--- config.mk ---
export PLATFORM = sky130hd
export DESIGN_NAME = quadrature_index_align_counter
export DESIGN_NICKNAME = d
export VERILOG_FILES = /design/src/qiac_pkg.sv /design/src/quadrature_index_align_counter.sv /design/src/qiac_update.sv /design/src/qiac_out_buf.sv
export SDC_FILE = /design/constraint.sdc
export NUM_CORES = 1
export LEC_CHECK = 0
export CAP_MARGIN = 20
export CORE_AREA = 2 2 202 204
export CTS_CLUSTER_SIZE = 20
export DETAILED_ROUTE_END_ITERATION = 16
export DIE_AREA = 0 0 204 206
export DONT_BUFFER_PORTS = 1
export PLACE_DENSITY = 0.69
export SETUP_SLACK_MARGIN = 0.4
export SYNTH_ARGS = -nofsm -noshare
export SYNTH_HDL_FRONTEND = slang
export SYNTH_SLANG_ARGS = --single-unit
--- constraint.sdc ---
create_clock -name clk_i -period 8.55 [get_ports clk_i]
set_input_delay 0.4275 -clock clk_i [delete_from_list [all_inputs] [get_ports clk_i]]
set_output_delay 0.4275 -clock clk_i [all_outputs]
set_load 0.01 [all_outputs]
--- src/qiac_pkg.sv ---
// Shared definitions for the quadrature index/alignment counter.
// Holds command codes, register indexes, reset values and the result beat type.
// No dependencies.
`default_nettype none

package qiac_pkg;

  // Command codes carried in the mode field.
  localparam logic [1:0] MODE_EVENT    = 2'd0;
  localparam logic [1:0] MODE_CLEAR    = 2'd1;
  localparam logic [1:0] MODE_SNAPSHOT = 2'd2;

  // Axis selection for the clear command.
  localparam logic AXIS_ZI = 1'b0;
  localparam logic AXIS_C  = 1'b1;

  // Configuration register indexes.
  localparam int unsigned CFG_IDX_W = 1;
  localparam logic [CFG_IDX_W-1:0] REG_ENABLE  = 1'd0;
  localparam logic [CFG_IDX_W-1:0] REG_LOCKOUT = 1'd1;

  localparam int unsigned LOCKOUT_W     = 15;
  localparam int unsigned CFG_DATA_W    = LOCKOUT_W;
  localparam logic [LOCKOUT_W-1:0] LOCKOUT_RESET = 15'd25;

  localparam int unsigned COUNT_WIDTH_DEF = 32;
  localparam int unsigned INDEX_W = 16;
  localparam int unsigned PINS_W  = 4;
  localparam int unsigned TIME_W  = 32;
  localparam int unsigned OUT_W   = 32;

  // Pin bit positions.
  localparam int unsigned PIN_A     = 0;
  localparam int unsigned PIN_B     = 1;
  localparam int unsigned PIN_INDEX = 2;
  localparam int unsigned PIN_ALIGN = 3;

  typedef struct packed {
    logic signed [OUT_W-1:0]   z_count;
    logic signed [OUT_W-1:0]   c_count;
    logic signed [INDEX_W-1:0] index_count;
    logic [PINS_W-1:0]         pin_state;
  } res_t;

endpackage

`default_nettype wire

--- src/quadrature_index_align_counter.sv ---
// Quadrature encoder counter with index and alignment-sensor lockout.
// Results are registered in the output head, or in the skid stage if the head stalls.
// Throughput: one command beat per cycle unless in_stall_o is high; the state update
// is a single add and compare stage; input stalls once both buffer entries are full.
// Reset: counts, pin record and lockout time clear to zero, enable clears, lockout is 25 ms.
`default_nettype none

module quadrature_index_align_counter import qiac_pkg::*; #(
  parameter int unsigned COUNT_WIDTH = COUNT_WIDTH_DEF
) (
  input  wire logic                  clk_i,
  input  wire logic                  rst_ni,
  input  wire logic                  cfg_we_i,
  input  wire logic [CFG_IDX_W-1:0]  cfg_idx_i,
  input  wire logic [CFG_DATA_W-1:0] cfg_wdata_i,
  input  wire logic                  in_valid_i,
  output logic                       in_stall_o,
  input  wire logic [1:0]            mode_i,
  input  wire logic [PINS_W-1:0]     pins_i,
  input  wire logic [TIME_W-1:0]     now_ms_i,
  input  wire logic                  reset_axis_i,
  output logic                       out_valid_o,
  input  wire logic                  out_stall_i,
  output logic signed [OUT_W-1:0]    z_count_o,
  output logic signed [OUT_W-1:0]    c_count_o,
  output logic signed [INDEX_W-1:0]  index_count_o,
  output logic [PINS_W-1:0]          pin_state_o
);

  logic                   enable_q;
  logic [LOCKOUT_W-1:0]   lockout_q;
  logic [PINS_W-1:0]      prev_pins_q, prev_pins_d;
  logic                   old_b_q, old_b_d;
  logic [COUNT_WIDTH-1:0] z_q, z_d;
  logic [INDEX_W-1:0]     index_q, index_d;
  logic [COUNT_WIDTH-1:0] align_q, align_d;
  logic [TIME_W-1:0]      last_ms_q, last_ms_d;
  logic                   in_acc;
  logic                   buf_full;
  res_t                   res;
  res_t                   out_data;

  assign in_stall_o = buf_full;
  assign in_acc     = in_valid_i && !buf_full;

  always_ff @(posedge clk_i or negedge rst_ni) begin
    if (!rst_ni) begin
      enable_q  <= 1'b0;
      lockout_q <= LOCKOUT_RESET;
    end else if (cfg_we_i) begin
      case (cfg_idx_i)
        REG_ENABLE:  enable_q  <= cfg_wdata_i[0];
        REG_LOCKOUT: lockout_q <= cfg_wdata_i;
        default: begin
        end
      endcase
    end
  end

  qiac_update #(
    .CountWidth (COUNT_WIDTH)
  ) u_update (
    .mode_i       (mode_i),
    .pins_i       (pins_i),
    .now_ms_i     (now_ms_i),
    .reset_axis_i (reset_axis_i),
    .enable_i     (enable_q),
    .lockout_i    (lockout_q),
    .prev_pins_i  (prev_pins_q),
    .old_b_i      (old_b_q),
    .z_i          (z_q),
    .index_i      (index_q),
    .align_i      (align_q),
    .last_ms_i    (last_ms_q),
    .prev_pins_o  (prev_pins_d),
    .old_b_o      (old_b_d),
    .z_o          (z_d),
    .index_o      (index_d),
    .align_o      (align_d),
    .last_ms_o    (last_ms_d),
    .res_o        (res)
  );

  always_ff @(posedge clk_i or negedge rst_ni) begin
    if (!rst_ni) begin
      prev_pins_q <= '0;
      old_b_q     <= 1'b0;
      z_q         <= '0;
      index_q     <= '0;
      align_q     <= '0;
      last_ms_q   <= '0;
    end else if (in_acc) begin
      prev_pins_q <= prev_pins_d;
      old_b_q     <= old_b_d;
      z_q         <= z_d;
      index_q     <= index_d;
      align_q     <= align_d;
      last_ms_q   <= last_ms_d;
    end
  end

  qiac_out_buf u_out_buf (
    .clk_i       (clk_i),
    .rst_ni      (rst_ni),
    .push_i      (in_acc),
    .push_data_i (res),
    .full_o      (buf_full),
    .out_valid_o (out_valid_o),
    .out_stall_i (out_stall_i),
    .out_data_o  (out_data)
  );

  assign z_count_o     = out_data.z_count;
  assign c_count_o     = out_data.c_count;
  assign index_count_o = out_data.index_count;
  assign pin_state_o   = out_data.pin_state;

  // A beat can only sit in the skid stage behind a held head beat.
  a_skid_behind_head: assert property (@(posedge clk_i) disable iff (!rst_ni)
    buf_full |-> out_valid_o)
    else $error("skid beat without a head beat");

  // A pin event while disabled leaves the position count alone.
  a_disabled_holds: assert property (@(posedge clk_i) disable iff (!rst_ni)
    (in_acc && mode_i == MODE_EVENT && !enable_q) |=> $stable(z_q))
    else $error("position moved while disabled");

  // A snapshot records the sampled pins.
  a_snapshot: assert property (@(posedge clk_i) disable iff (!rst_ni)
    (in_acc && mode_i == MODE_SNAPSHOT) |=> (prev_pins_q == $past(pins_i)))
    else $error("snapshot did not record pins");

  // Clearing the Z axis zeroes both position and index counts.
  a_clear_zi: assert property (@(posedge clk_i) disable iff (!rst_ni)
    (in_acc && mode_i == MODE_CLEAR && reset_axis_i == AXIS_ZI)
      |=> (z_q == '0 && index_q == '0))
    else $error("Z axis clear failed");

endmodule

`default_nettype wire

--- src/qiac_update.sv ---
// Next-state and result logic for one command beat of the counter.
// Purely combinational; depends on qiac_pkg.
`default_nettype none

module qiac_update import qiac_pkg::*; #(
  parameter int unsigned CountWidth = COUNT_WIDTH_DEF
) (
  input  wire logic [1:0]            mode_i,
  input  wire logic [PINS_W-1:0]     pins_i,
  input  wire logic [TIME_W-1:0]     now_ms_i,
  input  wire logic                  reset_axis_i,
  input  wire logic                  enable_i,
  input  wire logic [LOCKOUT_W-1:0]  lockout_i,
  input  wire logic [PINS_W-1:0]     prev_pins_i,
  input  wire logic                  old_b_i,
  input  wire logic [CountWidth-1:0] z_i,
  input  wire logic [INDEX_W-1:0]    index_i,
  input  wire logic [CountWidth-1:0] align_i,
  input  wire logic [TIME_W-1:0]     last_ms_i,
  output logic [PINS_W-1:0]          prev_pins_o,
  output logic                       old_b_o,
  output logic [CountWidth-1:0]      z_o,
  output logic [INDEX_W-1:0]         index_o,
  output logic [CountWidth-1:0]      align_o,
  output logic [TIME_W-1:0]          last_ms_o,
  output res_t                       res_o
);

  logic [PINS_W-1:0] change;
  logic              ab_change;
  logic              dir_up;
  logic [TIME_W-1:0] limit;
  logic              lock_pass;
  logic [OUT_W-1:0]  z_ext;
  logic [OUT_W-1:0]  c_ext;

  assign change    = pins_i ^ prev_pins_i;
  assign ab_change = change[PIN_A] | change[PIN_B];
  assign dir_up    = pins_i[PIN_A] ^ old_b_i;
  // The limit wraps at 32 bits; an earlier clock value means the clock rolled over.
  assign limit     = last_ms_i + TIME_W'(lockout_i);
  assign lock_pass = (now_ms_i > limit) || (now_ms_i < last_ms_i);

  always_comb begin
    prev_pins_o = prev_pins_i;
    old_b_o     = old_b_i;
    z_o         = z_i;
    index_o     = index_i;
    align_o     = align_i;
    last_ms_o   = last_ms_i;
    case (mode_i)
      MODE_EVENT: begin
        if (enable_i) begin
          if (ab_change) begin
            old_b_o = pins_i[PIN_B];
            z_o     = dir_up ? z_i + CountWidth'(1) : z_i - CountWidth'(1);
          end
          // The index count only moves when A or B moved in the same beat.
          if (change[PIN_INDEX] && pins_i[PIN_INDEX] && ab_change) begin
            index_o = dir_up ? index_i + INDEX_W'(1) : index_i - INDEX_W'(1);
          end
          if (change[PIN_ALIGN] && lock_pass) begin
            last_ms_o = now_ms_i;
            if (!pins_i[PIN_ALIGN]) begin
              align_o = align_i + CountWidth'(1);
            end
          end
          prev_pins_o = pins_i;
        end
      end
      MODE_CLEAR: begin
        if (reset_axis_i == AXIS_ZI) begin
          z_o     = '0;
          index_o = '0;
        end else begin
          align_o = '0;
        end
      end
      MODE_SNAPSHOT: begin
        prev_pins_o = pins_i;
      end
      default: begin
      end
    endcase
  end

  // Counts are reported sign-extended from their width, cut to 32 bits.
  if (CountWidth >= OUT_W) begin : g_wide
    assign z_ext = z_o[OUT_W-1:0];
    assign c_ext = align_o[OUT_W-1:0];
  end else begin : g_narrow
    assign z_ext = {{(OUT_W-CountWidth){z_o[CountWidth-1]}}, z_o};
    assign c_ext = {{(OUT_W-CountWidth){align_o[CountWidth-1]}}, align_o};
  end

  always_comb begin
    res_o.z_count     = z_ext;
    res_o.c_count     = c_ext;
    res_o.index_count = index_o;
    res_o.pin_state   = prev_pins_o;
  end

endmodule

`default_nettype wire

--- src/qiac_out_buf.sv ---
// Output register with a skid stage for result beats.
// Depends on qiac_pkg for the result type.
`default_nettype none

module qiac_out_buf import qiac_pkg::*; (
  input  wire logic clk_i,
  input  wire logic rst_ni,
  input  wire logic push_i,
  input  wire res_t push_data_i,
  output logic      full_o,
  output logic      out_valid_o,
  input  wire logic out_stall_i,
  output res_t      out_data_o
);

  logic out_valid_q;
  logic skid_valid_q;
  res_t out_q;
  res_t skid_q;

  always_ff @(posedge clk_i or negedge rst_ni) begin
    if (!rst_ni) begin
      out_valid_q  <= 1'b0;
      skid_valid_q <= 1'b0;
    end else if (!out_valid_q || !out_stall_i) begin
      // The head is free this cycle; the skid beat is older and goes first.
      out_valid_q  <= skid_valid_q || push_i;
      skid_valid_q <= 1'b0;
    end else if (push_i) begin
      skid_valid_q <= 1'b1;
    end
  end

  always_ff @(posedge clk_i) begin
    if (!out_valid_q || !out_stall_i) begin
      out_q <= skid_valid_q ? skid_q : push_data_i;
    end else if (push_i) begin
      skid_q <= push_data_i;
    end
  end

  assign full_o      = skid_valid_q;
  assign out_valid_o = out_valid_q;
  assign out_data_o  = out_q;

endmodule

`default_nettype wire
* Word level (Yosys, flattened, before mapping)
Index checks and enable logic that the tools add are counted.
** Word-level totals
- Output and inout bits :: 86
- Memory bits (read-only) :: 0
- Register bits after elaboration :: 303
- Memories :: 0
- RAM bits :: 0
- Latch bits :: 0
** Cells by class
- $mul :: 0
- Shifts and indexed selects :: 0
- Reduce and logical (&&, ||, !) cells :: 17
- Eq/ne operators :: 2
- Magnitude comparators :: 2
- $add $sub $neg :: 6
- Bitwise gates (word level) :: 5
- Div/mod/pow operators :: 0
- Multiplexer cells :: 20
** Operators by type and width (count)
- 32-bit two-way mux :: 8
- 32-bit one-hot mux with 2 select lines :: 2
- 84-bit two-way mux :: 1
- 32-bit by 1-bit adder with 32-bit output, second input constant :: 2
- 16-bit two-way mux :: 4
- 32-bit by 15-bit adder with 32-bit output :: 1
- 32-bit > comparator :: 1
- 32-bit less-than comparator :: 1
- 16-bit one-hot mux with 2 select lines :: 1
- 32-bit by 1-bit subtractor with 32-bit output, second input constant :: 1
- 16-bit by 1-bit adder with 16-bit output, second input constant :: 1
- 16-bit by 1-bit subtractor with 16-bit output, second input constant :: 1
- 4-bit one-hot mux with 2 select lines :: 1
- 4-bit AND reduction :: 2
- 2-bit AND reduction :: 3
- 1-bit logical AND :: 4
- 4-bit two-way mux :: 1
- 4-bit XOR :: 1
- 1-bit logical NOT :: 3
- 1-bit logical OR :: 3
- 2-bit by 1-bit equality test with 1-bit output, second input constant :: 1
- 2-bit equality test, second input constant :: 1
- 2-bit logical NOT :: 1
- 1-bit two-way mux :: 2
- other kinds (4) :: 5

* Logic depth before layout (Yosys ltp)
- Depth after elaboration :: 8
- Mapped depth :: 23

* Hierarchy
A second synthesis with hierarchy kept.
** Unflattened totals
- Cell total of the unflattened synthesis :: 1629
- Area, all modules :: 18739.2 um^2
** Modules (own cells, without submodules)
- qiac_update :: area each 7389.6 um^2, cells each 1078, times used 1, sequential area each 0.0 um^2
- qiac_out_buf :: area each 6329.8 um^2, cells each 268, times used 1, sequential area each 5094.9 um^2
- quadrature_index_align_counter :: area each 5019.8 um^2, cells each 283, times used 1, sequential area each 3331.9 um^2

* Least setup slack after synthesis
Ideal clock, no wire load.
- Path type :: input -> register
- Start :: input port out_stall_i
- End :: register u_out_buf.skid_q[0] in the netlist's numbering (enable)
- Setup slack :: 1.919 ns
- Path buffers :: 0
- Setup time :: 0.527 ns
- Arrival time :: 6.104 ns
- Stages :: 2
- Path through :: nand2_1 nor2_1
** Between the ends
- Word-level cells in the longest chain between the ends :: 4
** Ends and longest elaborated chain
- start: declaration :: RTL line quadrature_index_align_counter.sv:23 : input wire logic out_stall_i,
- 1-bit logical NOT :: RTL line qiac_out_buf.sv:35 : if (!out_valid_q || !out_stall_i) begin
- 1-bit logical OR :: RTL line qiac_out_buf.sv:35
- 1-bit NOT (no line)
- 2-bit AND reduction (no line)
- end signal: assignment :: RTL line qiac_out_buf.sv:38 : skid_q <= push_data_i;
- end: declaration :: RTL line qiac_out_buf.sv:19 : res_t skid_q;
No other way between the ends.
A chain may end at the register's enable or synchronous reset.

* Worst setup path after layout
- Start :: register lockout_q[0]
- End :: register u_out_buf.out_q (netlist bit u_out_buf.out_data_o[21]), data pin
** Between the ends
- Word-level cells in the longest chain between the ends :: 8
** Ends and longest elaborated chain
- start: declaration :: RTL line quadrature_index_align_counter.sv:31 : logic [LOCKOUT_W-1:0] lockout_q;
- start signal: assignment :: RTL line quadrature_index_align_counter.sv:53 : REG_LOCKOUT: lockout_q <= cfg_wdata_i;
- 32-bit by 15-bit adder with 32-bit output :: RTL line qiac_update.sv:41 : assign limit = last_ms_i + TIME_W'(lockout_i);
- 32-bit > comparator :: RTL line qiac_update.sv:42 : assign lock_pass = (now_ms_i > limit) || (now_ms_i < last_ms_i);
- 1-bit logical OR :: RTL line qiac_update.sv:42
- 1-bit logical AND :: RTL line qiac_update.sv:62 : if (change[PIN_ALIGN] && lock_pass) begin
- 32-bit two-way mux :: RTL line qiac_update.sv:62
- 32-bit two-way mux :: RTL line qiac_update.sv:53 : if (enable_i) begin
- 32-bit one-hot mux with 2 select lines :: RTL line qiac_update.sv:51 : case (mode_i)
- net align_d[1] :: RTL line quadrature_index_align_counter.sv:36 : logic [COUNT_WIDTH-1:0] align_q, align_d;
- 84-bit two-way mux :: RTL line qiac_out_buf.sv:36 : out_q <= skid_valid_q ? skid_q : push_data_i;
- end signal: assignment :: RTL line qiac_out_buf.sv:36
- end: declaration :: RTL line qiac_out_buf.sv:18 : res_t out_q;
The timed path passes the listed nets, and every way through them passes these cells.

==> results by group <==
Routing
  • First-pass detailed-route iteration total: 7
  • Routed WL per cell: 18.7 um
  • Drt initial violations: about 650
  • Final wirelength: 41.4 mm
  • Vias per inst: roughly 5.8
  • Vias after detailed routing: 12.7k
  • DRC viols: 0
  • Detail Route Antenna Nets: 0

Timing
  • Number of setup violations in the final report: 0
  • Tcrit/Tclk final: between 70 and 80%
  • Fin. Hold Viols: 0
  • Final setup TNS: 0 ns
  • Max-slew headroom: 24.1%
  • Worst slew pin tran: 1.13 ns
  • RSZ-0062 raised after global routing: no
  • Fin. max-slew vios: 0
  • Max Clk Rate: roughly 0.16 GHz
  • Final Skew: between 0.02 and 0.025 ns
  • Fin crit period: approximately 6.4 ns

GRT
  • Initial antenna violation count: 0
  • First-pass GRT wire length: 67.0 mm
  • Gr usage total: 20.0%
  • Largest net degree at the start of global routing: 136
  • Gr ovfl total: 0
  • Vias in the first global route: 12.7k

Synthesis
  • Sequential area share after synthesis: a little under half
  • Post-synth cell types: 77
  • Async S/R FF share, synth: 44.6%
  • Syn Inst Count: 1663
  • Syn_area_per_cell: between 10 and 15 um^2
  • Synth Cell Area: 17700 um^2
  • Synth Register Bits: 303
  • Number of enable flip-flop cells after synthesis: 168
  • Primary FF master, synth: edfxtp_1
  • Net Count, Synth: approximately 1.8k
  • YS warnings: 0

Floorplanning
  • # IOs: 146
  • Die ar.: around 42000 um^2
  • Std cell rows: 74
  • Die height: 206 um
  • Die X: 204 um
  • Core area: approximately 40000 um^2
  • Starting Density: 44.1%

Finish
  • Synth-to-Final Area Change: 9.84%
  • Most frequent cells in the layout: nand2_1, edfxtp_1, dfrtp_1
  • Final net count: 1844
  • Layout cells sized above 1: 13.3%
  • Post-route insts no fill: around 2.2k
  • Diode count: 0
  • Most common cell after layout, fill and taps aside: nand2_1

CTS
  • Clock Latency Late Sink: 0.55 ns
  • Maximum buffer depth of the clock tree: 3
  • TritonCTS buffer count: 36
  • CTS tree: done
  • H-tree lvl count: 2
  • Post-CTS Resized: 0
  • CTS Sinks: approximately 300
  • Worst-path clk slew: 0.06 ns
  • CTS Root Cell: clkbuf_16

Setup path
  • CP Cell Sequence: ha_1 > inv_1 > fa_1 > nor2b_1 > o21ai_0 > a21boi_0 > o211ai_1 > a21oi_1 > nor2_1 > a311oi_1 > o211ai_1 > xnor2_1 > ha_1 > nand3_1 > nor4_4 > a221oi_2 > a21boi_2 > a21oi_2 > or2_0 > o21ai_0 > mux2_2
  • Startpoint Class: flip-flop
  • Reg2Reg Depth: 21
  • Critical Path Slowest Stage Cell: a311oi_1
  • Crit path kind: reg2reg
  • Crit path required time: 8.85 ns
  • CP max stage delay: 0.93 ns
  • Critical path fanouts, max: 13
  • Crit end category: flip-flop
  • R2R Setup Slk: ~2.2 ns
  • Critical R2R Capture: u_out_buf.out_data_o[21]
  • CP Data Arrival Time: 6.67 ns
  • Reg2Reg Launch Point: lockout_q[0]
  • Worst setup startpoint: lockout_q[0]

Pwr
  • Peak supply drop: 0.000230 V
  • Pwr Density: 306 nW/um^2
  • LEAKAGE: 8.48 nW

Hold path
  • Worst-case hold path end point: lockout_q[9]
  • Min-Delay Path Depth: 1
  • Hold Startpoint: cfg_wdata_i[9]
  • Hold Crit Class: in2reg

Job
  • Max-Cap Viols: 0

Placed design
  • Gpl congestion: 0.902
  • HPWL after detailed placement: 28.1 mm
  • Port-buffer cells: 0
  • Cell Count Post-Placement: approximately 2.1k

Run status
  • Status: completed
-- kinds of logic after synthesis --
family / after synthesis / share of synthesized area [%]
adders and majority gates: 126 / 9.03
and+or+nand+nor: 529 / 13.9
xor gates and xnor gates: 68 / 3.36
muxes: 143 / 8.94
AOI/OAI and AO/OA: 369 / 14.4
DFF: 303 / 47.6
buffers and inverters: 125 / 2.82
-- power by group --
group | leakage [nW] | internal, W | switching [W]
Combinational | 4.50 | 0.00101 | 0.00135
Clock | 0.550 | 0.000849 | 0.000624
Sequential | 3.43 | 0.00188 | 0.000234
Total | 8.48 | 0.00374 | 0.00221
-- how the worst max path moves through the flow --
stage                     slack, ns                  endpoint  depth (start not counted)
after floorplan                1.92       u_out_buf.skid_q[0]                          2
after global placement         2.52  u_out_buf.out_data_o[21]                         21
after detailed placement       2.20  u_out_buf.out_data_o[21]                         21
after CTS                      2.21  u_out_buf.out_data_o[21]                         21
after global routing           1.51  u_out_buf.out_data_o[21]                         22
final                          2.18  u_out_buf.out_data_o[21]                         21
-- stage by stage --
| step | total power (W) | hold WS, ns | worst slack (ns) | area [um^2] | utilization [%] |
|---|---|---|---|---|---|
| after global routing | 0.00639 | 0.00881 | 1.51 | 19400 | 48.4 |
| after CTS | 0.00599 | 0.00000755 | 2.21 | 19400 | 48.4 |
| after global placement | 0.00437 | 0.136 | 2.52 | 18200 | 45.4 |
| after floorplan | 0.00395 | 0.132 | 1.92 | 17700 | - |
| after detailed placement | 0.00447 | 0.136 | 2.20 | 18200 | 45.4 |
| final | 0.00595 | 0.0308 | 2.18 | 19400 | 48.4 |
-- cell type report --
class	instances	area [um^2]
well taps	532	666
fillers	3679	20700
inverters	64	241
clock inverters	20	159
clock buffers	45	976
multi-input cells	1235	8810
repair buffers	18	168
flip-flops and latches	303	8430
-- Yosys cell counts, types with 10 or more instances --
master / count / area share [%]
edfxtp_1: 168 / 28
or4_1: 15 / 0.64
and3_1: 25 / 0.88
xnor2_1: 48 / 2.4
a211oi_1: 12 / 0.51
nor3_1: 25 / 0.71
mux2_2: 121 / 7.7
inv_1: 63 / 1.3
o211ai_1: 26 / 1.1
ha_1: 123 / 8.7
nor2_1: 74 / 1.6
o21ai_0: 77 / 2.2
nand2_1: 248 / 5.3
nand4_1: 13 / 0.46
a21o_1: 34 / 1.4
clkbuf_1: 49 / 1.0
xor2_1: 20 / 0.99
dfrtp_1: 132 / 19
a21oi_1: 72 / 2.0
mux2i_1: 22 / 1.2
nand2b_1: 16 / 0.57
a22o_1: 13 / 0.64
nand3_1: 61 / 1.7
a31oi_1: 33 / 1.2
o31ai_1: 10 / 0.42
-- state kept, by name (all words and copies together), names as in the netlist --
| register | count |
|---|---|
| enable_q | 1 |
| u_out_buf.out_valid_o | 1 |
| align_q | 32 |
| index_q | 16 |
| u_out_buf.full_o | 1 |
| last_ms_q | 32 |
| u_out_buf.skid_q | 84 |
| lockout_q | 15 |
| u_out_buf.out_data_o | 84 |
| old_b_q | 1 |
| z_q | 32 |
| prev_pins_q | 4 |
-- what timing repair did --
action | CTS | global route
hold endpoints to repair | 140 | 0
hold buffers | 6 | 0
setup buffers | 0 | 0
-- critical path: cells and delay by family, from the launching register on --
family	cells	cell delay, ns
adders and majority gates	3	0.86
xor gates and xnor gates	1	0.19
and+or+nand+nor	5	1.31
AOI/OAI and AO/OA	10	2.86
DFF	1	0.53
buffers and inverters	1	0.05
muxes	1	0.30
-- layer usage --
metal,vias up,GRT usage (%),share of wire (%)
met3,57,4.56,6.4
met4,0,6.88,2.5
met5,-,0,0
met2,303,33.0,47
met1,6215,25.8,45
li1,6173,-,-
Power figures use the tool's default switching activity.
